==> config.mk <==
export PLATFORM = sky130hd
export DESIGN_NAME = pps_div_step
export DESIGN_NICKNAME = d
export VERILOG_FILES = /design/src/pps_pkg.sv /design/src/pps_div_step.sv
export SDC_FILE = /design/constraint.sdc
export NUM_CORES = 1
export LEC_CHECK = 0
export BUFFER_PORTS_ARGS = -buffer_cell sky130_fd_sc_hd__buf_2
export CAP_MARGIN = 10
export CORE_AREA = 5 5 234 236
export DETAILED_ROUTE_END_ITERATION = 8
export DIE_AREA = 0 0 239 241
export SYNTH_ARGS = -nofsm -noshare
export SYNTH_HDL_FRONTEND = slang
export SYNTH_SLANG_ARGS = --single-unit
==> constraint.sdc <==
create_clock -name i_clk -period 5.9 [get_ports i_clk]
set_clock_uncertainty 0.05 [all_clocks]
set_input_delay 1.18 -clock i_clk [delete_from_list [all_inputs] [get_ports i_clk]]
set_output_delay 1.18 -clock i_clk [all_outputs]
set_load 0.02 [all_outputs]
==> src/pps_pkg.sv <==
`timescale 1ns / 1ps
package pps_pkg;
    localparam int CoordW   = 32;
    localparam int FracB    = 16;
    localparam int AspectW  = 16;
    localparam int TanW     = 24;
    localparam int CfgIdxW  = 8;
    localparam int CfgDataW = 24;

    localparam int NumShift = 2 * FracB - 8;
    localparam int ProdW    = AspectW + CoordW;
    localparam int NumW     = ProdW + NumShift;
    localparam int SW       = CoordW + TanW;
    localparam int DivW     = SW + CoordW;
    localparam int QW       = CoordW + 1;

    localparam logic [SW-1:0]      DeltaRaw  = SW'((64'd1 << (2 * FracB)) / 64'd1000);
    localparam logic [AspectW-1:0] AspectOne = AspectW'(256);
    localparam logic [AspectW-1:0] AspectRst = AspectW'(256);
    localparam logic [TanW-1:0]    TanRst    = TanW'(64'd1 << FracB);

    typedef enum logic [CfgIdxW-1:0] {
        REG_ASPECT = 8'd0,
        REG_TAN    = 8'd1
    } t_cfg_reg;

    typedef logic signed [CoordW-1:0] t_coord;

    // One word in flight through the divider.
    typedef struct packed {
        logic [NumW-1:0] rem_x;
        logic [NumW-1:0] rem_y;
        logic [DivW-1:0] div;
        logic [QW-1:0]   q_x;
        logic [QW-1:0]   q_y;
        logic            neg_x;
        logic            neg_y;
        logic            big_x;
        logic            big_y;
        logic            inv;
    } t_div_item;
endpackage

==> src/pps_div_step.sv <==
`timescale 1ns / 1ps
module pps_div_step (
    input  logic                 i_clk,
    input  logic                 i_rst_n,
    input  logic                 i_ce,
    input  logic                 i_valid,
    input  pps_pkg::t_div_item   i_item,
    output logic                 o_valid,
    output pps_pkg::t_div_item   o_item
);
    logic                        r_v;
    pps_pkg::t_div_item          r_item;
    pps_pkg::t_div_item          n_item;
    logic                        ge_x, ge_y;
    logic [pps_pkg::DivW-1:0]    ext_x, ext_y;

    // restoring step: divisor pre-shifted, moves right one bit per stage
    assign ext_x = {{(pps_pkg::DivW - pps_pkg::NumW){1'b0}}, i_item.rem_x};
    assign ext_y = {{(pps_pkg::DivW - pps_pkg::NumW){1'b0}}, i_item.rem_y};
    assign ge_x  = ext_x >= i_item.div;
    assign ge_y  = ext_y >= i_item.div;

    always_comb begin
        n_item       = i_item;
        n_item.rem_x = ge_x ? pps_pkg::NumW'(ext_x - i_item.div) : i_item.rem_x;
        n_item.rem_y = ge_y ? pps_pkg::NumW'(ext_y - i_item.div) : i_item.rem_y;
        n_item.q_x   = {i_item.q_x[pps_pkg::QW-2:0], ge_x};
        n_item.q_y   = {i_item.q_y[pps_pkg::QW-2:0], ge_y};
        n_item.div   = i_item.div >> 1;
    end

    always_ff @(posedge i_clk) begin
        if (!i_rst_n) begin
            r_v <= 1'b0;
        end else if (i_ce) begin
            r_v <= i_valid;
        end
    end

    always_ff @(posedge i_clk) begin
        if (i_ce) begin
            r_item <= n_item;
        end
    end

    assign o_valid = r_v;
    assign o_item  = r_item;
endmodule

==> out/metrics.yaml <==
outcome:
  status: "completed"
power:
  powerDensity_mw_per_mm2: 270.4
  p_sw_share_pct: 30.96
  intPower_mw: 4.748
  p_total_mw: 6.877
  leakage_nw: 11.32
  p_seq_share_pct: 38.0
  p_clk_share_pct: 35.9
  power_switching_mw: 2.129
  combinationalPowerShare_pct: 26.2
  peakVddDrop_mv: 0.1756
grt:
  grt_max_degree: 122
  grt_antenna_before_repair: 22
  grt_pass1_wl_um: 108800
  track_usage_pct: 24.56
  grt_overflow_total: 0
  first_global_vias: 17550
critical_path:
  cp_slowest_cell: "a311oi_1"
  startpoint: "i_item[94]"
  cp-end-kind: "register"
  path_class: "in2reg"
  cp-start-kind: "input pin"
  cp.required_ns: 6.15
  rrSetupSlack_ns: 5.27
  crit_arrival_ns: 4.92
  r2r-end: "o_valid$_SDFFE_PN0P_"
  reg2reg_depth: 2
  crit_path_cell_trace: "buf_2, inv_1, ha_1, nand2_1, o211ai_4, a311oi_1, or2_2, o21ai_2, a211oi_4, a21oi_2, o21ai_4, buf_12, mux2_4"
  r2r_start: "o_valid$_SDFFE_PN0P_"
  cpPeakStageDelay_ns: 0.64
  cp-endpoint: "o_item[241]$_DFFE_PP_"
  crit_path_max_fanout: 59
cells_and_area:
  area.growth.synth_to_final_pct: 23.34
  fillers: 4920
  layout.nets: 2943
  drive_above_1_share_pct: 33.66
  post-route-util_pct: 48.69
  stdcell_count: 3213
synth:
  synth_common_cells: "edfxtp_1, a21oi_1, ha_1"
  synth_nets: 2369
  synthFlopType: "edfxtp_1"
  synth_cell_types: 95
  synth_most_common_cell: "edfxtp_1"
  synthArstFlopShare_pct: 0
  synth.avg_cell_area_um2: 10.76
  netlist_top_cells_area: "edfxtp_1, ha_1, mux2_4"
  synth_top_area_share_pct: 43.98
  yosys_warnings: 0
  yosysTopAreaCell: "edfxtp_1"
  syn-cell-area_mm2: 0.02062
  synth_edf_count: 302
  syn_inst: 1916
  synth.ff_latch_count: 303
  synth-seq-area-share_pct: 44.07
sta:
  hold_viol: 0
  rsz0062_at_grt: "false"
  worst_pin_slew_ns: 1.026
  layout_min_cycle_time_ns: 4.668
  finalSetupTns_ns: 0
  drv_slew: 0
  max_freq_mhz: 214.2
  maxSlewHeadroom_pct: 31.60
  setup_viol: 0
  timing.final.crit_share_pct: 79.12
floorplanning:
  num_rows: 84
  dieArea_mm2: 0.05760
  die_w_um: 239
  io_pins: 611
  initial_core_util_pct: 39.48
  die_y_um: 241
  core_mm2: 0.05224
detailed_routing:
  routed_via_density: 5.581
  drtAntennaViolNets: 0
  dr.pass1.iters: 6
  route.detailed.drc: 0
  routedWlPerCell_um: 23.57
  dr_total_vias: 17930
  totalWireLength_um: 75720
  dr.first_iter.drc_count: 1351
place:
  dp.cells: 3138
  dpl.hpwl_um: 62110
  port_buffers: 607
  gp_congestion: 0.9652
cts:
  numCtsBuffers: 38
  holdBufCountCts: 0
  cts_buffer_depth: 3
  clockRootBuffer: "clkbuf_16"
  cts_tree: "built"
  htreeDepth: 2
  clkSinkCount: 303
  cts.reportedPaths.clkPinSlew_ns: 0.06
  clk_latency_ns: 0.54
  post_cts_buffers: 0
  post_cts_resized: 0
run:
  cap_viol_max_count: 0
worst_hold_path:
  hold_path_class: "reg2reg"
  hold_start: "o_valid$_SDFFE_PN0P_"
==> per-layer routing <==
metal | part of all wire, % | GRT usage (%)
met4 | 2.5 | 5.931
met5 | 0.18 | 0
met2 | 49 | 43.31
met3 | 8.9 | 6.571
met1 | 39 | 30.19
==> area by class of cell <==
type,instances,area (µm²),area share [%]
repair buffers,625,3233,12.71
clock buffers,43,991.0,3.896
diodes,9,22.52,0.08854
well taps,688,860.8,3.384
inverters,118,442.9,1.741
clock inverters,23,317.8,1.249
flip-flops and latches,303,9089,35.73
multi-input cells,1404,10480,41.20
==> layout by cell type, fill, tap and decap left out, types with 51 or more instances in the layout <==
| cell type | n |
|---|---|
| xnor2_1 | 94 |
| o21ai_0 | 104 |
| a21o_1 | 63 |
| nand2_1 | 134 |
| mux2_4 | 67 |
| buf_2 | 606 |
| mux2_2 | 51 |
| edfxtp_1 | 302 |
| nand4_1 | 51 |
| a21oi_1 | 173 |
| ha_1 | 144 |
| nor2_1 | 87 |
| inv_1 | 118 |
==> cell families after synthesis <==
group,synth area share [%]
AOI/OAI and AO/OA,17.43
xor gates and xnor gates,5.564
adders and majority gates,8.931
buffers and inverters,5.133
DFF,44.07
muxes,7.960
other,0.01818
and+or+nand+nor,10.89
==> registers in the layout, indices dropped and copies added (netlist names) <==
signal   count
o_valid      1
o_item     302
==> per-stage QoR <==
| step | hold WS, ns | worst slack, ns | cell area (µm²) |
|---|---|---|---|
| floorplan | 0.5393 | 1.690 | 20620 |
| global placement | 0.4502 | 0.7216 | 24100 |
| detailed placement | 0.4600 | 0.6981 | 24100 |
| CTS | 0.4734 | 1.282 | 25410 |
| global route | 0.5207 | 1.024 | 25430 |
| finish | 0.4598 | 1.232 | 25440 |
==> power by group through the flow <==
stage / Sequential [mW] / Clock, mW / Combinational (mW)
after floorplan: 2.87 / 0 / 0.936
after global placement: 2.65 / 0 / 1.77
after detailed placement: 2.65 / 0 / 1.78
after CTS: 2.61 / 2.53 / 1.79
after global routing: 2.62 / 2.62 / 1.94
final: 2.61 / 2.47 / 1.80
==> worst max-delay path, delay by kind of cell <==
kind | cells | cell delay, ns
compound gates | 6 | 1.63
simple gates | 2 | 0.63
fa+ha+maj | 1 | 0.45
buf+inv | 3 | 0.52
mux | 1 | 0.35
==> worst min-delay path by stage <==
stage	cells past startpoint	to	slack, ns
global placement	2	o_valid$_SDFFE_PN0P_	0.45
floorplan	2	o_valid$_SDFFE_PN0P_	0.54
detailed placement	2	o_valid$_SDFFE_PN0P_	0.46
finish	2	o_valid$_SDFFE_PN0P_	0.46
global route	2	o_valid$_SDFFE_PN0P_	0.52
CTS	2	o_valid$_SDFFE_PN0P_	0.47
No activity file was read; power rests on OpenSTA's default activity.
