`src/pps_pkg.sv`:
```
`timescale 1ns / 1ps
package pps_pkg;
    localparam int CoordW   = 32;
    localparam int FracB    = 16;
    localparam int AspectW  = 16;
    localparam int TanW     = 24;
    localparam int CfgIdxW  = 8;
    localparam int CfgDataW = 24;

    localparam int NumShift = 2 * FracB - 8;
    localparam int ProdW    = AspectW + CoordW;
    localparam int NumW     = ProdW + NumShift;
    localparam int SW       = CoordW + TanW;
    localparam int DivW     = SW + CoordW;
    localparam int QW       = CoordW + 1;

    localparam logic [SW-1:0]      DeltaRaw  = SW'((64'd1 << (2 * FracB)) / 64'd1000);
    localparam logic [AspectW-1:0] AspectOne = AspectW'(256);
    localparam logic [AspectW-1:0] AspectRst = AspectW'(256);
    localparam logic [TanW-1:0]    TanRst    = TanW'(64'd1 << FracB);

    typedef enum logic [CfgIdxW-1:0] {
        REG_ASPECT = 8'd0,
        REG_TAN    = 8'd1
    } t_cfg_reg;

    typedef logic signed [CoordW-1:0] t_coord;

    // One word in flight through the divider.
    typedef struct packed {
        logic [NumW-1:0] rem_x;
        logic [NumW-1:0] rem_y;
        logic [DivW-1:0] div;
        logic [QW-1:0]   q_x;
        logic [QW-1:0]   q_y;
        logic            neg_x;
        logic            neg_y;
        logic            big_x;
        logic            big_y;
        logic            inv;
    } t_div_item;
endpackage

```
`src/pps_front.sv`:
```
`timescale 1ns / 1ps
module pps_front (
    input  logic                          i_clk,
    input  logic                          i_rst_n,
    input  logic                          i_ce,
    input  logic                          i_valid,
    input  pps_pkg::t_coord               i_x,
    input  pps_pkg::t_coord               i_y,
    input  pps_pkg::t_coord               i_z,
    input  logic [pps_pkg::AspectW-1:0]   i_aspect,
    input  logic [pps_pkg::TanW-1:0]      i_tan,
    output logic                          o_valid,
    output pps_pkg::t_div_item            o_item
);
    // stage 1: sign/magnitude
    logic                          r1_v;
    logic [pps_pkg::CoordW-1:0]    r1_mx, r1_my, r1_mz;
    logic                          r1_nx, r1_ny;
    // stage 2: products
    logic                          r2_v;
    logic [pps_pkg::SW-1:0]        r2_s;
    logic [pps_pkg::ProdW-1:0]     r2_px, r2_py;
    logic                          r2_nx, r2_ny;
    // stage 3: range checks
    logic                          r3_v;
    pps_pkg::t_div_item            r3_item;

    logic [pps_pkg::CoordW-1:0]    n1_mx, n1_my, n1_mz;
    logic [pps_pkg::NumW-1:0]      n3_num_x, n3_num_y;
    logic [pps_pkg::DivW:0]        n3_lim;

    assign n1_mx = i_x[pps_pkg::CoordW-1] ? (~i_x + 1'b1) : i_x;
    assign n1_my = i_y[pps_pkg::CoordW-1] ? (~i_y + 1'b1) : i_y;
    assign n1_mz = i_z[pps_pkg::CoordW-1] ? (~i_z + 1'b1) : i_z;

    assign n3_num_x = {r2_px, {pps_pkg::NumShift{1'b0}}};
    assign n3_num_y = {r2_py, {pps_pkg::NumShift{1'b0}}};
    // quotient would reach 2^(W+1): saturated regardless of the low bits
    assign n3_lim   = {r2_s, {(pps_pkg::CoordW + 1){1'b0}}};

    always_ff @(posedge i_clk) begin
        if (!i_rst_n) begin
            r1_v <= 1'b0;
            r2_v <= 1'b0;
            r3_v <= 1'b0;
        end else if (i_ce) begin
            r1_v <= i_valid;
            r2_v <= r1_v;
            r3_v <= r2_v;
        end
    end

    always_ff @(posedge i_clk) begin
        if (i_ce) begin
            r1_mx <= n1_mx;
            r1_my <= n1_my;
            r1_mz <= n1_mz;
            r1_nx <= i_x[pps_pkg::CoordW-1] ^ i_z[pps_pkg::CoordW-1];
            r1_ny <= i_y[pps_pkg::CoordW-1] ^ i_z[pps_pkg::CoordW-1];

            r2_s  <= r1_mz * i_tan;
            r2_px <= i_aspect * r1_mx;
            r2_py <= pps_pkg::AspectOne * r1_my;
            r2_nx <= r1_nx;
            r2_ny <= r1_ny;

            r3_item.rem_x <= n3_num_x;
            r3_item.rem_y <= n3_num_y;
            r3_item.div   <= {r2_s, {pps_pkg::CoordW{1'b0}}};
            r3_item.q_x   <= '0;
            r3_item.q_y   <= '0;
            r3_item.neg_x <= r2_nx;
            r3_item.neg_y <= r2_ny;
            r3_item.big_x <= {{(pps_pkg::DivW + 1 - pps_pkg::NumW){1'b0}}, n3_num_x} >= n3_lim;
            r3_item.big_y <= {{(pps_pkg::DivW + 1 - pps_pkg::NumW){1'b0}}, n3_num_y} >= n3_lim;
            r3_item.inv   <= r2_s <= pps_pkg::DeltaRaw;
        end
    end

    assign o_valid = r3_v;
    assign o_item  = r3_item;
endmodule

```
`config.mk`:
```
export PLATFORM = sky130hd
export DESIGN_NAME = pps_front
export DESIGN_NICKNAME = d
export VERILOG_FILES = /design/src/pps_pkg.sv /design/src/pps_front.sv
export SDC_FILE = /design/constraint.sdc
export NUM_CORES = 2
export LEC_CHECK = 0
export BUFFER_PORTS_ARGS = -buffer_cell sky130_fd_sc_hd__buf_2
export CORE_UTILIZATION = 43
export DETAILED_ROUTE_END_ITERATION = 8
export GPL_TIMING_DRIVEN = 0
export PLACE_DENSITY_LB_ADDON = 0.05
export SLEW_MARGIN = 20
export SYNTH_ARGS = -nofsm -noshare
export SYNTH_HDL_FRONTEND = slang
export SYNTH_SLANG_ARGS = --single-unit
```
`constraint.sdc`:
```
create_clock -name i_clk -period 7.5 [get_ports i_clk]
set_input_delay 0.75 -clock i_clk [delete_from_list [all_inputs] [get_ports i_clk]]
set_output_delay 0.75 -clock i_clk [all_outputs]
set_load 0.02 [all_outputs]
```
==> results.py <==
metrics = {
    "global_routing": {
        "grt_pass1_wl_um": 280000,
        "grt_overflow": 0,
        "met3_usage_pct": 4.77,
        "grt_max_degree": 103,
        "grt_antenna_before_repair": 30,
        "grt_use_total_pct": 28.6,
        "met2_usage_pct": 43.5,
        "grt_pass1_vias": 42800,
        "top_usage_layer": "met2",
        "use_met1_pct": 41.5,
    },
    "route": {
        "drc_errors": 0,
        "drt_iter0_drc": 3087,
        "detailroute.via_count": 41800,
        "dr.pass1.iters": 5,
        "routed_wl_um": 189000,
        "viasPerCell": 5.15,
        "antenna_left": 0,
        "wire_per_inst_um": 23.2,
    },
    "min_path": {
        "hold_path.class": "primary input to flop",
        "hold-path-endpoint": "r1_mx[0]$_DFFE_PP_",
        "min-delay-start": "i_x[0]",
        "hold_path_depth": 1,
    },
    "critical_path": {
        "critPathMaxFanout": 10,
        "worstSetupPathType": "primary input to flop",
        "worstPathArrival_ps": 7770,
        "slowest_stage": "fa_2",
        "r2r_slack_ps": 130,
        "cp-start-kind": "primary input",
        "rr_endpoint": "r2_s[52]$_DFFE_PP_",
        "critPathMaxStageDelay_ps": 580,
        "cp_common_cell": "inv_1",
        "r2r_cells": 24,
        "timing.rr.start": "r1_mz[16]$_DFFE_PP_",
        "worstPathRequired_ps": 7870,
        "end_kind": "flop",
    },
    "placement": {
        "place_congestion": 0.954,
        "io_buffer_count": 281,
        "dp_slack_ps": -2050,
        "placedCellCount": 7927,
        "placed_cell_area_mm2": 0.0613,
        "place_hpwl_um": 155000,
    },
    "finish": {
        "seqCellArea_mm2": 0.0114,
        "fillers": 12600,
        "instances_no_fill": 8109,
        "multi_input_area_mm2": 0.0402,
        "nNetsFinal": 7898,
        "final_area_mm2": 0.0651,
        "syn_to_final_growth_pct": 14.2,
        "drive_gt1_share_pct": 14.2,
    },
    "sta": {
        "slew_headroom_pct": 26.5,
        "grt_setup_unrepaired": "yes",
        "setup_slack_ps": 96.7,
        "whs_ps": 332,
        "finalSetupViolations": 0,
        "skew_ps": 33.9,
        "slew_violations": 0,
        "layout_min_cycle_time_ps": 7400,
        "fmax_mhz": 135,
        "finalHoldViolCount": 0,
        "tightest_slew_ps": 1100,
        "period_share_pct": 98.7,
    },
    "synth": {
        "ys.warnings.count": 0,
        "ys_seq_area_share_pct": 20.0,
        "synth_compound_area_share_pct": 5.01,
        "synth_cell_types": 66,
        "yosys-mux-area-fraction_pct": 0.0527,
        "synth_edf_count": 377,
        "synth_top_family_by_area": "adder cells",
        "synth.avg_cell_area_um2": 9.95,
        "ys.flop_type": "edfxtp_1",
        "yosys.area_share.simple_pct": 14.3,
        "synth_seq_cells": 380,
        "synth_adder_area_share_pct": 46.0,
        "synth_cells": 5726,
        "syn_area_mm2": 0.0570,
        "async_flop_share_pct": 0,
        "synth_xor_area_share_pct": 2.86,
    },
    "cts": {
        "cts_hold_buffers": 0,
        "clockBufferDepth": 3,
        "cts_buffers": 46,
        "cts_max_level": 2,
        "cts_tree": "done",
        "cts-root-buf": "clkbuf_16",
        "cts.sinks": 380,
        "clk_pin_slew_ps": 50,
        "clock_latency_ps": 640,
    },
    "floorplan": {
        "core_area_mm2": 0.131,
        "die-area_mm2": 0.134,
        "io_pins": 444,
        "die_x_um": 366,
        "fp.dieH_um": 366,
        "rows": 133,
        "start_util_pct": 43.3,
    },
    "run": {
        "cap_violations": 0,
    },
    "outcome": {
        "status": "completed",
    },
}
-- how the worst max path moves through the flow --
stage                        startpoint                  to  slack (ps)  cells after the start
global placement               i_tan[5]  r2_s[53]$_DFFE_PP_       -2080                     25
CTS                 r1_mz[14]$_DFFE_PP_  r2_s[52]$_DFFE_PP_           7                     24
global route                  i_tan[18]  r2_s[52]$_DFFE_PP_         -50                     24
finish                         i_tan[3]  r2_s[52]$_DFFE_PP_         100                     25
floorplan                      i_tan[3]  r2_s[52]$_DFFE_PP_         100                     24
detailed placement             i_tan[5]  r2_s[53]$_DFFE_PP_       -2050                     25
-- through the flow --
stage / setup TNS, ps / utilization [%]
global route: -133 / 49.5
floorplan: 0 / -
detailed placement: -53680 / 46.6
finish: 0 / 49.5
global placement: -145870 / 46.5
CTS: 0 / 49.0
-- registers in the layout, summed over array words and instances, names as in the netlist --
signal   flops
r1_mz       32
r2_px       48
r2_nx        1
r1_v         1
o_valid      1
o_item     141
r1_ny        1
r2_py       32
r2_v         1
r1_mx       32
r1_my       32
r2_ny        1
r1_nx        1
r2_s        56
-- cell usage after synthesis, types with 12 or more instances --
master    number  area, µm²
inv_1       1199       4500
fa_1        1076      21500
nand2_1      783       2940
and2_1       599       3750
edfxtp_1     377      11300
ha_1         375       4690
clkbuf_1     262        983
buf_4        162       1220
xnor2_1      137       1200
a21oi_1      131        656
o21ai_0       94        470
a21o_1        88        661
nor2_1        57        214
xor2_1        49        429
nand4_1       41        257
nand3_1       25        125
o21a_1        19        143
nor4_1        18        113
o31ai_1       18        135
nor3_1        17       85.1
a31oi_1       16        100
o41ai_1       15        131
nand2b_1      14       87.6
nor2b_1       14       87.6
o21bai_1      14        105
or3_1         13       81.3
and3_1        12       75.1
-- cell usage in the layout (no fill, tap or decap), types with 16 or more instances in the layout --
cell type     n
xnor2_1     137
nand2_1     781
xor2_1       49
ha_1        351
and2_1      598
o31ai_1      18
clkbuf_16    51
a21o_1       87
nand3_1      25
clkbuf_1     89
inv_1      1198
o21ai_0      85
nor2_1       53
fa_1       1057
fa_2         19
buf_2       290
clkbuf_8     19
edfxtp_1    377
nor4_1       18
a21oi_1     117
ha_4         21
conb_1      162
clkbuf_4     18
nand4_1      41
o21a_1       18
nor3_1       16
buf_4       263
clkbuf_2     86
-- layer usage --
layer / wire [µm] / part of all wire [%]
met1: 84100 / 45
met2: 83000 / 44
met3: 14400 / 7.6
met4: 6950 / 3.7
met5: 83 / 0.044
-- layout make-up --
class	count	share of cell area (%)
clock inverter	34	0.652
tap	1755	3.38
antenna	11	0.0423
sequential	380	17.5
timing repair buffer	389	3.63
buffer	408	4.31
multi-input combinational	3883	61.8
inverter	1199	6.92
clock buffer	50	1.79
-- cells by family after synthesis --
logic type	count (synthesis)
compound gates	449
xor+xnor	186
fa+ha+maj	1451
buf+inv	1624
flops	380
mux	3
other cells	1
simple gates	1632
-- what timing repair did --
action,CTS,global route
gates resized for setup,316,160
pin swaps,26,51
buffers inserted,67,37
endpoints found under the setup margin,48,25
-- worst max-delay path, delay by kind of cell --
family | cells | cell delay [ps]
AOI/OAI and AO/OA | 4 | 850
and+or+nand+nor | 4 | 990
buffers and inverters | 8 | 1150
xor gates and xnor gates | 1 | 120
adders and majority gates | 8 | 3900
Power is not shown: default switching activity piles up to over one toggle a cycle in this logic, so the estimate is an artifact.
