==> src/pps_pkg.sv <==
`timescale 1ns / 1ps
package pps_pkg;
    localparam int CoordW   = 32;
    localparam int FracB    = 16;
    localparam int AspectW  = 16;
    localparam int TanW     = 24;
    localparam int CfgIdxW  = 8;
    localparam int CfgDataW = 24;

    localparam int NumShift = 2 * FracB - 8;
    localparam int ProdW    = AspectW + CoordW;
    localparam int NumW     = ProdW + NumShift;
    localparam int SW       = CoordW + TanW;
    localparam int DivW     = SW + CoordW;
    localparam int QW       = CoordW + 1;

    localparam logic [SW-1:0]      DeltaRaw  = SW'((64'd1 << (2 * FracB)) / 64'd1000);
    localparam logic [AspectW-1:0] AspectOne = AspectW'(256);
    localparam logic [AspectW-1:0] AspectRst = AspectW'(256);
    localparam logic [TanW-1:0]    TanRst    = TanW'(64'd1 << FracB);

    typedef enum logic [CfgIdxW-1:0] {
        REG_ASPECT = 8'd0,
        REG_TAN    = 8'd1
    } t_cfg_reg;

    typedef logic signed [CoordW-1:0] t_coord;

    // One word in flight through the divider.
    typedef struct packed {
        logic [NumW-1:0] rem_x;
        logic [NumW-1:0] rem_y;
        logic [DivW-1:0] div;
        logic [QW-1:0]   q_x;
        logic [QW-1:0]   q_y;
        logic            neg_x;
        logic            neg_y;
        logic            big_x;
        logic            big_y;
        logic            inv;
    } t_div_item;
endpackage

==> src/pps_back.sv <==
`timescale 1ns / 1ps
module pps_back (
    input  logic                 i_clk,
    input  logic                 i_rst_n,
    input  logic                 i_ce,
    input  logic                 i_valid,
    input  pps_pkg::t_div_item   i_item,
    output logic                 o_valid,
    output pps_pkg::t_coord      o_sx,
    output pps_pkg::t_coord      o_sy,
    output logic                 o_invalid,
    output logic                 o_overflow
);
    localparam logic [pps_pkg::QW-1:0] QPosMax =
        {2'b00, {(pps_pkg::CoordW - 1){1'b1}}};
    localparam logic [pps_pkg::QW-1:0] QNegMax =
        {2'b01, {(pps_pkg::CoordW - 1){1'b0}}};
    localparam logic [pps_pkg::CoordW-1:0] OutMax = {1'b0, {(pps_pkg::CoordW - 1){1'b1}}};
    localparam logic [pps_pkg::CoordW-1:0] OutMin = {1'b1, {(pps_pkg::CoordW - 1){1'b0}}};

    logic                        r_v;
    pps_pkg::t_coord             r_sx, r_sy;
    logic                        r_inv, r_ovf;
    logic [pps_pkg::CoordW-1:0]  n_sx, n_sy;
    logic                        sat_x, sat_y;

    always_comb begin
        sat_x = i_item.big_x || (i_item.neg_x ? (i_item.q_x > QNegMax) : (i_item.q_x > QPosMax));
        sat_y = i_item.big_y || (i_item.neg_y ? (i_item.q_y > QNegMax) : (i_item.q_y > QPosMax));
        if (sat_x) begin
            n_sx = i_item.neg_x ? OutMin : OutMax;
        end else begin
            n_sx = i_item.neg_x ? (~i_item.q_x[pps_pkg::CoordW-1:0] + 1'b1)
                                : i_item.q_x[pps_pkg::CoordW-1:0];
        end
        if (sat_y) begin
            n_sy = i_item.neg_y ? OutMin : OutMax;
        end else begin
            n_sy = i_item.neg_y ? (~i_item.q_y[pps_pkg::CoordW-1:0] + 1'b1)
                                : i_item.q_y[pps_pkg::CoordW-1:0];
        end
    end

    always_ff @(posedge i_clk) begin
        if (!i_rst_n) begin
            r_v <= 1'b0;
        end else if (i_ce) begin
            r_v <= i_valid;
        end
    end

    always_ff @(posedge i_clk) begin
        if (i_ce) begin
            r_sx  <= i_item.inv ? '0 : n_sx;
            r_sy  <= i_item.inv ? '0 : n_sy;
            r_inv <= i_item.inv;
            r_ovf <= !i_item.inv && (sat_x || sat_y);
        end
    end

    assign o_valid    = r_v;
    assign o_sx       = r_sx;
    assign o_sy       = r_sy;
    assign o_invalid  = r_inv;
    assign o_overflow = r_ovf;
endmodule

==> config.mk <==
export PLATFORM = sky130hd
export DESIGN_NAME = pps_back
export DESIGN_NICKNAME = d
export VERILOG_FILES = /design/src/pps_pkg.sv /design/src/pps_back.sv
export SDC_FILE = /design/constraint.sdc
export NUM_CORES = 1
export LEC_CHECK = 0
export ABC_CLOCK_PERIOD_IN_PS = 4530
export BUFFER_PORTS_ARGS = -buffer_cell sky130_fd_sc_hd__buf_2
export CORE_AREA = 5 5 140 142
export CTS_CLUSTER_SIZE = 16
export DETAILED_ROUTE_END_ITERATION = 6
export DIE_AREA = 0 0 145 147
export GPL_ROUTABILITY_DRIVEN = 0
export GPL_TIMING_DRIVEN = 1
export PLACE_DENSITY_LB_ADDON = 0.3
export SYNTH_ARGS = -nofsm -noshare
export SYNTH_HDL_FRONTEND = slang
export SYNTH_SLANG_ARGS = --single-unit
export TNS_END_PERCENT = 20
==> constraint.sdc <==
create_clock -name i_clk -period 4.53 [get_ports i_clk]
set_clock_uncertainty 0.05 [all_clocks]
set_input_delay 1.1325 -clock i_clk [delete_from_list [all_inputs] [get_ports i_clk]]
set_output_delay 1.1325 -clock i_clk [all_outputs]
set_load 0.05 [all_outputs]
==> run summary, run 1 <==
Ratio of cells with drive above 1 in the final layout = 0.3232
Die W = 145 um
Top_reg_cell synth = edfxtp_1
Yosys top cell by area = edfxtp_1
Vias in the first global route = 4751
Std cell rows = 50
DRT antenna net count = 0
MaxCap Viol Count = 0
P_leak = 2.217 nW
H-tree levels = 3
Setup TNS = 0 ns
Sw Pwr = 699.3 uW
Final Max Tran Viols = 0
Ys async rst share = 0
F_max = 294.7 MHz
Syn Std Cell Area = 0.005027 mm^2
Reg-to-reg slack, setup = 3.87 ns
Die Ht = 147 um
Comb pwr share = 0.258
Vias = 4999
Sw frac = 0.3502
Syn Nets = 835
Crit path max fanout = 10
Largest net degree at the start of global routing = 39
Hold path depth = 2
Setup bufs post-CTS = 0
Yosys cell types = 66
IO Pins = 374
Number of hold violations in the final report = 0
Part of the power in the clock network = 0.361
Hold slack final = 0.4917 ns
DRT iter0 DRCs = 372
Area fraction of the dominant cell type after synthesis = 0.3942
Hpwl dp = 13720 um
Worst skew pair latency = 0.34 ns
Avg Synthesized Cell Area = 9.594 um^2
Clock transition at path regs = 0.06 ns
Crit-path cells = buf_2, nor4_1, nand3_2, o41ai_4, nand2_2, buf_4, o41ai_2
Register share of total power = 0.381
N_diodes = 0
Worst path depth = 7
Internal = 1.298 mW
Global-route wire length before repair = 28710 um
Status = completed
Main area contributors after synthesis = edfxtp_1, o31ai_2, mux2i_1, o211ai_1, nor3_1
Port bufs = 141
CP Data Required Time = 4.59 ns
Total Wirelength = 18650 um
Tcrit/Tclk final = 0.7491
Initial core utilization = 0.2743
Crit end category = register
Layout area overhead = 25.34%
Die ar. = 0.02132 mm^2
Post-synth top cells = edfxtp_1, nor2_1, clkbuf_1, nor3_1, o211ai_1
Top-count cell post-synth = edfxtp_1
Largest stage delay, worst path = 0.67 ns
Largest delay share family, worst path = simple AND/OR/NAND/NOR gates
Slowest stage cell, crit path = nor4_1
Final setup vio count = 0
Post-cts hold buffer count = 0
Flops & latches, synth = 67
Cell Pwr Density = 316.9 mW/mm^2
Post-route DRC = 0
Worst vdd ir = 143.8 uV
Worst-Margin Slew = 1.174 ns
Synthesis Warnings = 0
Nets@finish = 965
Sequential area share after synthesis = 0.3982
Root Driver = clkbuf_16
Pre-antenna DRT Iters = 5
WL per Instance = 20.89 um
Clock tree sinks = 67
CP Launch Type = input port
EDFF count, synth = 66
Vias per Instance = 5.598
Num CTS Buffers = 9
Buf/Inv on CP = 2
Max-slew headroom = 0.2167
Antenna violations before repair = 0
Hold Crit Class = reg2reg
Global route overflow = 0
Min cycle time layout = 3.393 ns
Longest Clk Path Bufs = 2
Worst R2R Path Depth = 2
Critical Setup Path Class = in2reg
WP data arrival = 3.45 ns
RSZ-0062 raised after global routing = no
CTS tree = yes
Placeable core area = 0.01833 mm^2
Post-synthesis cell count = 524
Tot GR Track Use = 0.1696
Resized Gates After CTS = 0
path summary, 6_finish.rpt:
check,to,start
setup / recovery,o_sx[29],i_item[44]
hold / removal,o_valid,o_valid
setup reg to reg,o_valid,o_valid
hold reg to reg,o_valid,o_valid
power groups by stage:
| stage | Clock (mW) | Combinational [mW] | Sequential (mW) |
|---|---|---|---|
| after global placement | 0 | 0.512 | 0.775 |
| after CTS | 0.738 | 0.515 | 0.762 |
| final | 0.720 | 0.515 | 0.761 |
| after floorplan | 0 | 0.146 | 0.957 |
| after global routing | 0.760 | 0.550 | 0.766 |
| after detailed placement | 0 | 0.513 | 0.773 |
cells by family after synthesis:
family | count (synthesis) | share of synthesized area
muxes | 22 | 0.04430
AOI/OAI and AO/OA | 150 | 0.2394
and+or+nand+nor | 211 | 0.2374
buffers and inverters | 55 | 0.04455
xor gates and xnor gates | 15 | 0.02613
DFF | 67 | 0.3982
adders and majority gates | 4 | 0.009956
per-stage QoR:
| step | cells | utilization | setup slack [ns] | total power, mW | instance area, um^2 |
|---|---|---|---|---|---|
| after floorplan | 524 | - | 1.359 | 1.102 | 5027 |
| after global placement | 877 | 0.3276 | 0.8169 | 1.287 | 6006 |
| after detailed placement | 877 | 0.3276 | 0.8509 | 1.287 | 6006 |
| after CTS | 893 | 0.3438 | 1.167 | 2.015 | 6301 |
| after global routing | 893 | 0.3438 | 0.9755 | 2.076 | 6301 |
| final | 893 | 0.3438 | 1.137 | 1.997 | 6301 |
metal layers:
metal / track usage / up-vias / routed length (um)
met5: 0 / - / 0
met4: 0.03908 / 0 / 193
met3: 0.05490 / 16 / 1927
met2: 0.2269 / 232 / 7397
met1: 0.2608 / 2373 / 9132
li1: - / 2378 / -
tightest hold or removal path, delay by kind of cell, from the launching register on:
| family | cells | cell delay, ns |
|---|---|---|
| DFF | 1 | 0.31 |
| muxes | 1 | 0.12 |
| and+or+nand+nor | 1 | 0.06 |
cell type report:
class                      count  area [um^2]
clock buffer                  10        229.0
clock inverter                 6        66.31
fill                        1931        12030
inverter                      15        56.30
multi-input combinational    402         2801
sequential                    67         2002
tap                          234        292.8
timing repair buffer         159        853.3
sequential cells by signal, summed over array words and instances (netlist names):
name,count
o_overflow,1
o_invalid,1
o_valid,1
o_sx,32
o_sy,32
cell usage in the layout (no fill, tap or decap), types with 18 or more instances in the layout:
master,instances
o31ai_2,20
or3_1,21
mux2i_1,20
nor4_1,21
nor2_1,38
o211ai_1,25
nand2_1,18
nor3_1,35
buf_2,141
nand4_1,21
edfxtp_1,66
No activity file was read; power rests on OpenSTA's default activity.
==> inputs of run 2 (changes only) <==
--- a/config.mk
+++ b/config.mk
@@ -5,7 +5,8 @@
 export SDC_FILE = /design/constraint.sdc
 export NUM_CORES = 1
 export LEC_CHECK = 0
-export ABC_CLOCK_PERIOD_IN_PS = 4530
+export ABC_AREA = 1
+export ABC_CLOCK_PERIOD_IN_PS = 3350
 export BUFFER_PORTS_ARGS = -buffer_cell sky130_fd_sc_hd__buf_2
 export CORE_AREA = 5 5 140 142
 export CTS_CLUSTER_SIZE = 16
==> constraint.sdc (replaced) <==
create_clock -name i_clk -period 3.35 [get_ports i_clk]
set_clock_uncertainty 0.05 [all_clocks]
set_input_delay 0.8375 -clock i_clk [delete_from_list [all_inputs] [get_ports i_clk]]
set_output_delay 0.8375 -clock i_clk [all_outputs]
set_load 0.05 [all_outputs]
==> run 2 against run 1 <==
Net effect: global-route usage fell by 0.28 points; worst setup slack lost 0.35 ns; largest cell class unchanged; largest power group is now clock; sequential share of layout area decreased by 1.5 points; utilization is 1.7 points higher; count of clock-buffer cells in the layout up 1; register-to-register slack got worse by 1.2 ns; critical path type unchanged; die area unchanged.
==> run summary, run 2 <==
Worst-Margin Slew = 0.7352 ns (-0.4384 ns)
Top-count cell post-synth = nand2_1
Hpwl dp = 13710 um (about the same)
RSZ-0062 raised after global routing = no
Part of the power in the clock network = 0.366 (+0.005)
Syn Std Cell Area = 0.005406 mm^2 (+7.5%)
CTS tree = yes
Main area contributors after synthesis = edfxtp_1, nand2_1, nor2_1, nand3_1, xor2_1
Tot GR Track Use = 0.1668 (-0.002823)
Root Driver = clkbuf_16
Post-cts hold buffer count = 0 (unchanged)
Syn Nets = 1061 (+27%)
Internal = 1.863 mW (+44%)
Initial core utilization = 0.2949 (+0.02068)
Crit end category = register
Area fraction of the dominant cell type after synthesis = 0.3666 (-0.02764)
Die Ht = 147 um (unchanged)
Critical Setup Path Class = in2reg
Final Max Tran Viols = 0 (unchanged)
Buf/Inv on CP = 3 (+1)
Yosys top cell by area = edfxtp_1
Cell Pwr Density = 427.3 mW/mm^2 (+35%)
Clock tree sinks = 67 (unchanged)
Design area = 0.006615 mm^2 (+5.0%)
Num CTS Buffers = 9 (unchanged)
Tcrit/Tclk final = 0.7649
Status = completed
Nets@finish = 1194 (+24%)
Cell Count, Final, Fillers Out = 1122 (+26%)
Largest delay share family, worst path = simple AND/OR/NAND/NOR gates
Port bufs = 141 (unchanged)
Largest net degree at the start of global routing = 69 (+77%)
F_max = 390.3 MHz
Hold Crit Class = reg2reg
Vias = 5413 (+8.3%)
Highest-count cells in the layout ignoring fill and taps = nand2_1, buf_2, nor2_1
P_leak = 2.781 nW (+25%)
Sequential area share after synthesis = 0.3703 (-0.02792)
DRT antenna net count = 0 (unchanged)
Post-synthesis cell count = 750 (+43%)
Hold slack final = 0.4870 ns (-0.004665 ns)
Synthesis Warnings = 0 (unchanged)
Inst Count DP = 1106 (+26%)
N_diodes = 0 (unchanged)
Sw Pwr = 964.0 uW (+38%)
Post-DP Area = 0.006295 mm^2 (+4.8%)
Global-route wire length before repair = 28180 um (-1.8%)
Yosys cell types = 36 (-45%)
Post-synth top cells = nand2_1, nor2_1, nand3_1
IO Pins = 374 (unchanged)
Vias in the first global route = 5438 (+14%)
Crit-path cells = buf_2, inv_1, ha_1, nand2_1, nor2_2, nand3_1, o21ai_1, nand2_1, nand2_4, buf_4, nand3_1, a21oi_1
WP data arrival = 2.69 ns (-0.76 ns)
Tot Pwr = 2.827 mW (+42%)
Final setup vio count = 0 (unchanged)
Total Wirelength = 17810 um (-4.5%)
Number of hold violations in the final report = 0 (unchanged)
DRT iter0 DRCs = 314 (-16%)
Die ar. = 0.02132 mm^2 (unchanged)
Std cell rows = 50 (unchanged)
Ys async rst share = 0 (unchanged)
Avg Synthesized Cell Area = 7.209 um^2 (-25%)
H-tree levels = 3 (unchanged)
Sw frac = 0.3410 (-0.009157)
Crit path max fanout = 26 (+16)
Resized Gates After CTS = 0 (unchanged)
Flops & latches, synth = 67 (unchanged)
WL per Instance = 15.88 um (-24%)
Post-route DRC = 0 (unchanged)
Ratio of cells with drive above 1 in the final layout = 0.2455 (-0.07772)
Largest stage delay, worst path = 0.24 ns (-0.43 ns)
MaxCap Viol Count = 0 (unchanged)
Max-slew headroom = 0.5098 (+0.2932)
CP Launch Type = input port
Setup TNS = 0 ns (unchanged)
Antenna violations before repair = 0 (unchanged)
EDFF count, synth = 66 (unchanged)
Pre-antenna DRT Iters = 5 (unchanged)
Commonest non-fill, non-tap cell in the layout = nand2_1
Global route overflow = 0 (unchanged)
Register share of total power = 0.362 (-0.019)
Top_reg_cell synth = edfxtp_1
Setup bufs post-CTS = 0 (unchanged)
Longest Clk Path Bufs = 2 (unchanged)
Slowest stage cell, crit path = nand2_4
Clock transition at path regs = 0.06 ns (about the same)
Comb pwr share = 0.272 (+0.014)
CP Data Required Time = 3.48 ns (-1.11 ns)
Worst vdd ir = 206.3 uV (+44%)
Die W = 145 um (unchanged)
Worst skew pair latency = 0.33 ns (about the same)
Vias per Instance = 4.824 (-14%)
Placeable core area = 0.01833 mm^2 (unchanged)
Min cycle time layout = 2.562 ns
Layout area overhead = 22.36%
==> run 2: cell types whose count changed after synthesis, moves of 21 or more <==
cell / delta
nor3_1: -30
nor2_1: +74
or3_1: -21
inv_1: +37
clkbuf_1: -25
nand3_1: +68
xor2_1: +22
a21oi_1: +44
nand2_1: +191
o211ai_1: -25
==> run 2: through the flow <==
stage	setup slack, ns	util
after floorplan	0.9403	-
after global placement	0.4422	0.3434
after detailed placement	0.4437	0.3434
after CTS	0.8012	0.3609
after global routing	0.5830	0.3609
final	0.7876	0.3609
==> run 2: worst paths after layout <==
path | from | end | slack (ns) | cells past startpoint
worst max-delay path | i_item[5] | o_sy[5] | 0.79 | 12
worst min-delay path | o_valid | o_valid | 0.49 | 2
worst max register to register | o_valid | o_valid | 2.67 | 2
worst min register to register | o_valid | o_valid | 0.49 | 2
==> run 2: logic make-up (layout without fill, tap and decap cells) <==
group                      count (synthesis)  in the layout  share of synthesized area
DFF                                       67             67                     0.3703
adders and majority gates                  4              4                   0.009257
buffers and inverters                     89            227                    0.08169
xor gates and xnor gates                  44             44                    0.07128
AOI/OAI and AO/OA                         96             96                    0.09789
and+or+nand+nor                          450            450                     0.3696
==> run 2: cell type report <==
class                   count  area, um^2
clock buffers              11       242.7
clock inverters             5       77.57
fillers                  1993       11720
inverters                  59       221.5
multi-input cells         594        2965
flip-flops and latches     67        2002
well taps                 234       292.8
repair buffers            152       813.3
==> run 2: routing by layer <==
layer,share of wire,global-route usage,vias up
li1,-,-,2736
met1,0.41,0.1950,2413
met2,0.43,0.2569,232
met3,0.14,0.08914,32
met4,0.029,0.06638,0
met5,0,0,-
==> run 2: power groups by stage <==
stage | clock network [mW] | registers [mW] | logic, mW
final | 1.03 | 1.02 | 0.768
after floorplan | 0 | 1.29 | 0.274
after CTS | 1.07 | 1.03 | 0.774
after detailed placement | 0 | 1.04 | 0.770
after global routing | 1.10 | 1.03 | 0.835
after global placement | 0 | 1.04 | 0.774
==> run 2: worst register-to-register path, stage by stage, from the launching register on <==
cell and delay (ns):
dfxtp_1 0.30, o21ai_0 0.15, a21oi_1 0.05
==> inputs of run 3 (changes only) <==
--- a/config.mk
+++ b/config.mk
@@ -5,13 +5,13 @@
 export SDC_FILE = /design/constraint.sdc
 export NUM_CORES = 1
 export LEC_CHECK = 0
-export ABC_AREA = 1
-export ABC_CLOCK_PERIOD_IN_PS = 3350
+export ABC_AREA = 0
+export ABC_CLOCK_PERIOD_IN_PS = 2500
 export BUFFER_PORTS_ARGS = -buffer_cell sky130_fd_sc_hd__buf_2
-export CORE_AREA = 5 5 140 142
+export CORE_AREA = 5 5 143 145
 export CTS_CLUSTER_SIZE = 16
 export DETAILED_ROUTE_END_ITERATION = 6
-export DIE_AREA = 0 0 145 147
+export DIE_AREA = 0 0 148 150
 export GPL_ROUTABILITY_DRIVEN = 0
 export GPL_TIMING_DRIVEN = 1
 export PLACE_DENSITY_LB_ADDON = 0.3
==> constraint.sdc (replaced) <==
create_clock -name i_clk -period 2.5 [get_ports i_clk]
set_clock_uncertainty 0.05 [all_clocks]
set_input_delay 0.625 -clock i_clk [delete_from_list [all_inputs] [get_ports i_clk]]
set_output_delay 0.625 -clock i_clk [all_outputs]
set_load 0.05 [all_outputs]
==> run 3 against run 2 <==
Net effect: the flow now finishes with violations (negative setup slack); first-iteration DRC count up 32%; utilization up 2.7 points; die area up 4.2%; final cell count down 8.8%; global-route usage up 0.88 points; routed wire length up 13%; hold slack worse by 0.037 ns; critical path depth down 4; count of clock-buffer cells in the layout up 2; via count up 0.87%; critical endpoint is now o_sx[4]; largest power group is now registers.
==> run summary, run 3 (synthesized netlist as in run 1, its figures left out) <==
RSZ-0062 raised after global routing = yes
Dpl ws = -0.4900 ns (-0.9336 ns)
Die W = 148 um (+2.1%)
Worst-Margin Slew = 0.6041 ns (-0.1312 ns)
Largest net degree at the start of global routing = 68 (-1.4%)
Clock tree sinks = 67 (unchanged)
Critical Setup Path Class = in2reg
Largest delay share family, worst path = simple AND/OR/NAND/NOR gates
Hpwl dp = 15230 um (+11%)
Commonest non-fill, non-tap cell in the layout = buf_2
CP Launch Type = input port
Highest-count cells in the layout ignoring fill and taps = buf_2, buf_4, edfxtp_1
IO Pins = 374 (unchanged)
Setup WS post-layout = -0.07191 ns (-0.8595 ns)
Cell Count, Final, Fillers Out = 1023 (-8.8%)
Longest Clk Path Bufs = 2 (unchanged)
Die Ht = 150 um (+2.0%)
Die ar. = 0.02220 mm^2 (+4.2%)
Hold slack final = 0.4504 ns (-0.03661 ns)
Post-cts hold buffer count = 0 (unchanged)
Tot GR Track Use = 0.1755 (+0.008794)
P_leak = 2.867 nW (+3.1%)
CP Data Required Time = 2.62 ns (-0.86 ns)
Initial core utilization = 0.2635 (-0.03146)
Num CTS Buffers = 9 (unchanged)
N_diodes = 0 (unchanged)
Cell mode on critical path = or4_4
Clock transition at path regs = 0.06 ns (about the same)
Total Wirelength = 20070 um (+13%)
MaxCap Viol Count = 0 (unchanged)
Global-route wire length before repair = 30070 um (+6.7%)
Port bufs = 141 (unchanged)
Met3 usage = 0.03331 (-0.05583)
Number of hold violations in the final report = 0 (unchanged)
Vias in the first global route = 5116 (-5.9%)
Min cycle time layout = 2.572 ns
Failing checks = negative setup slack
Reg-to-reg slack, setup = 1.86 ns (-0.81 ns)
Final setup vio count = 9 (+9)
Slowest stage cell, crit path = or4_4
Vias per Instance = 5.337 (+11%)
CTS tree = yes
Crit-path cells = buf_2, or4_4, or4_4, o41ai_4, nand2_2, buf_12, buf_6, o31ai_2
WL per Instance = 19.62 um (+24%)
F_max = 388.8 MHz
Post-route DRC = 0 (unchanged)
Crit path max fanout = 22 (-15%)
Cell Pwr Density = 508.6 mW/mm^2 (+19%)
Largest stage delay, worst path = 0.51 ns (+0.27 ns)
Std cell rows = 51 (+2.0%)
Worst skew pair latency = 0.34 ns (about the same)
GR peak layer = met1
Inst Count DP = 1006 (-9.0%)
Vias = 5460 (+0.87%)
Ratio of cells with drive above 1 in the final layout = 0.4408 (+0.1953)
H-tree levels = 3 (unchanged)
Buf/Inv on CP = 3 (unchanged)
Placeable core area = 0.01908 mm^2 (+4.1%)
Nets@finish = 1091 (-8.6%)
Pre-antenna DRT Iters = 6 (+1)
Layout area overhead = 47.29%
WP data arrival = 2.69 ns (about the same)
Root Driver = clkbuf_16
Tcrit/Tclk final = 1.029
Antenna violations before repair = 0 (unchanged)
Max-slew headroom = 0.5869 (+0.07705)
DRT iter0 DRCs = 415 (+32%)
Status = complete, but fails checks
Global route overflow = 0 (unchanged)
GR Util met2 = 0.2341 (-0.02285)
Worst vdd ir = 243.1 uV (+18%)
Hold Crit Class = in2reg
Crit end category = register
DRT antenna net count = 0 (unchanged)
Met1 Resource Use GR = 0.2802 (+0.08518)
Final Max Tran Viols = 0 (unchanged)
-- run 3: worst paths after layout --
| check | from | endpoint | cells past startpoint |
|---|---|---|---|
| worst min register to register | o_valid | o_valid | 2 |
| worst min-delay path | i_rst_n | o_valid | 2 |
| worst max-delay path | i_item[64] | o_sx[4] | 8 |
| worst max register to register | o_valid | o_valid | 2 |
-- run 3: report_power, final --
group          switching [mW]  total, mW  internal, mW
registers              0.0343       1.38          1.35
logic                   0.749       1.09         0.346
clock network           0.492       1.29         0.798
-- run 3: worst reg2reg max path: stages (launching register included) --
cell and delay (ns):
dfxtp_1 0.31, mux2i_1 0.12, nor2b_1 0.06
-- run 3: metrics by stage --
step | utilization | total power, mW | setup TNS [ns] | area [um^2]
3_3_place_gp | 0.3669 | 2.474 | -17.00 | 7000
6_report | 0.3881 | 3.766 | -0.3755 | 7405
4_1_cts | 0.3851 | 3.783 | -0.4733 | 7347
2_1_floorplan | - | 2.002 | -3.756 | 5070
3_5_place_dp | 0.3669 | 2.471 | -16.29 | 7000
5_1_grt | 0.3881 | 3.918 | -1.746 | 7405
-- run 3: area by class of cell --
cell class / count / area, um^2
well taps: 238 / 297.8
inverters: 15 / 56.30
clock buffers: 13 / 250.2
repair buffers: 285 / 1838
multi-input cells: 402 / 2920
flip-flops and latches: 67 / 2002
fillers: 1888 / 11670
clock inverters: 3 / 40.04
-- run 3: timing repair --
| action | in CTS | in global routing |
|---|---|---|
| endpoints found under the setup margin | 18 | 36 |
| pin swaps | 1 | 2 |
| buffers inserted | 1 | 0 |
| resized for setup | 7 | 8 |
-- run 3: metal layers --
| metal | share of wire | wire length (um) | up-vias |
|---|---|---|---|
| met5 | 0 | 0 | - |
| met4 | 0.015 | 298 | 0 |
| met3 | 0.065 | 1297 | 24 |
| met2 | 0.40 | 7962 | 216 |
| met1 | 0.52 | 10510 | 2586 |
| li1 | - | - | 2634 |
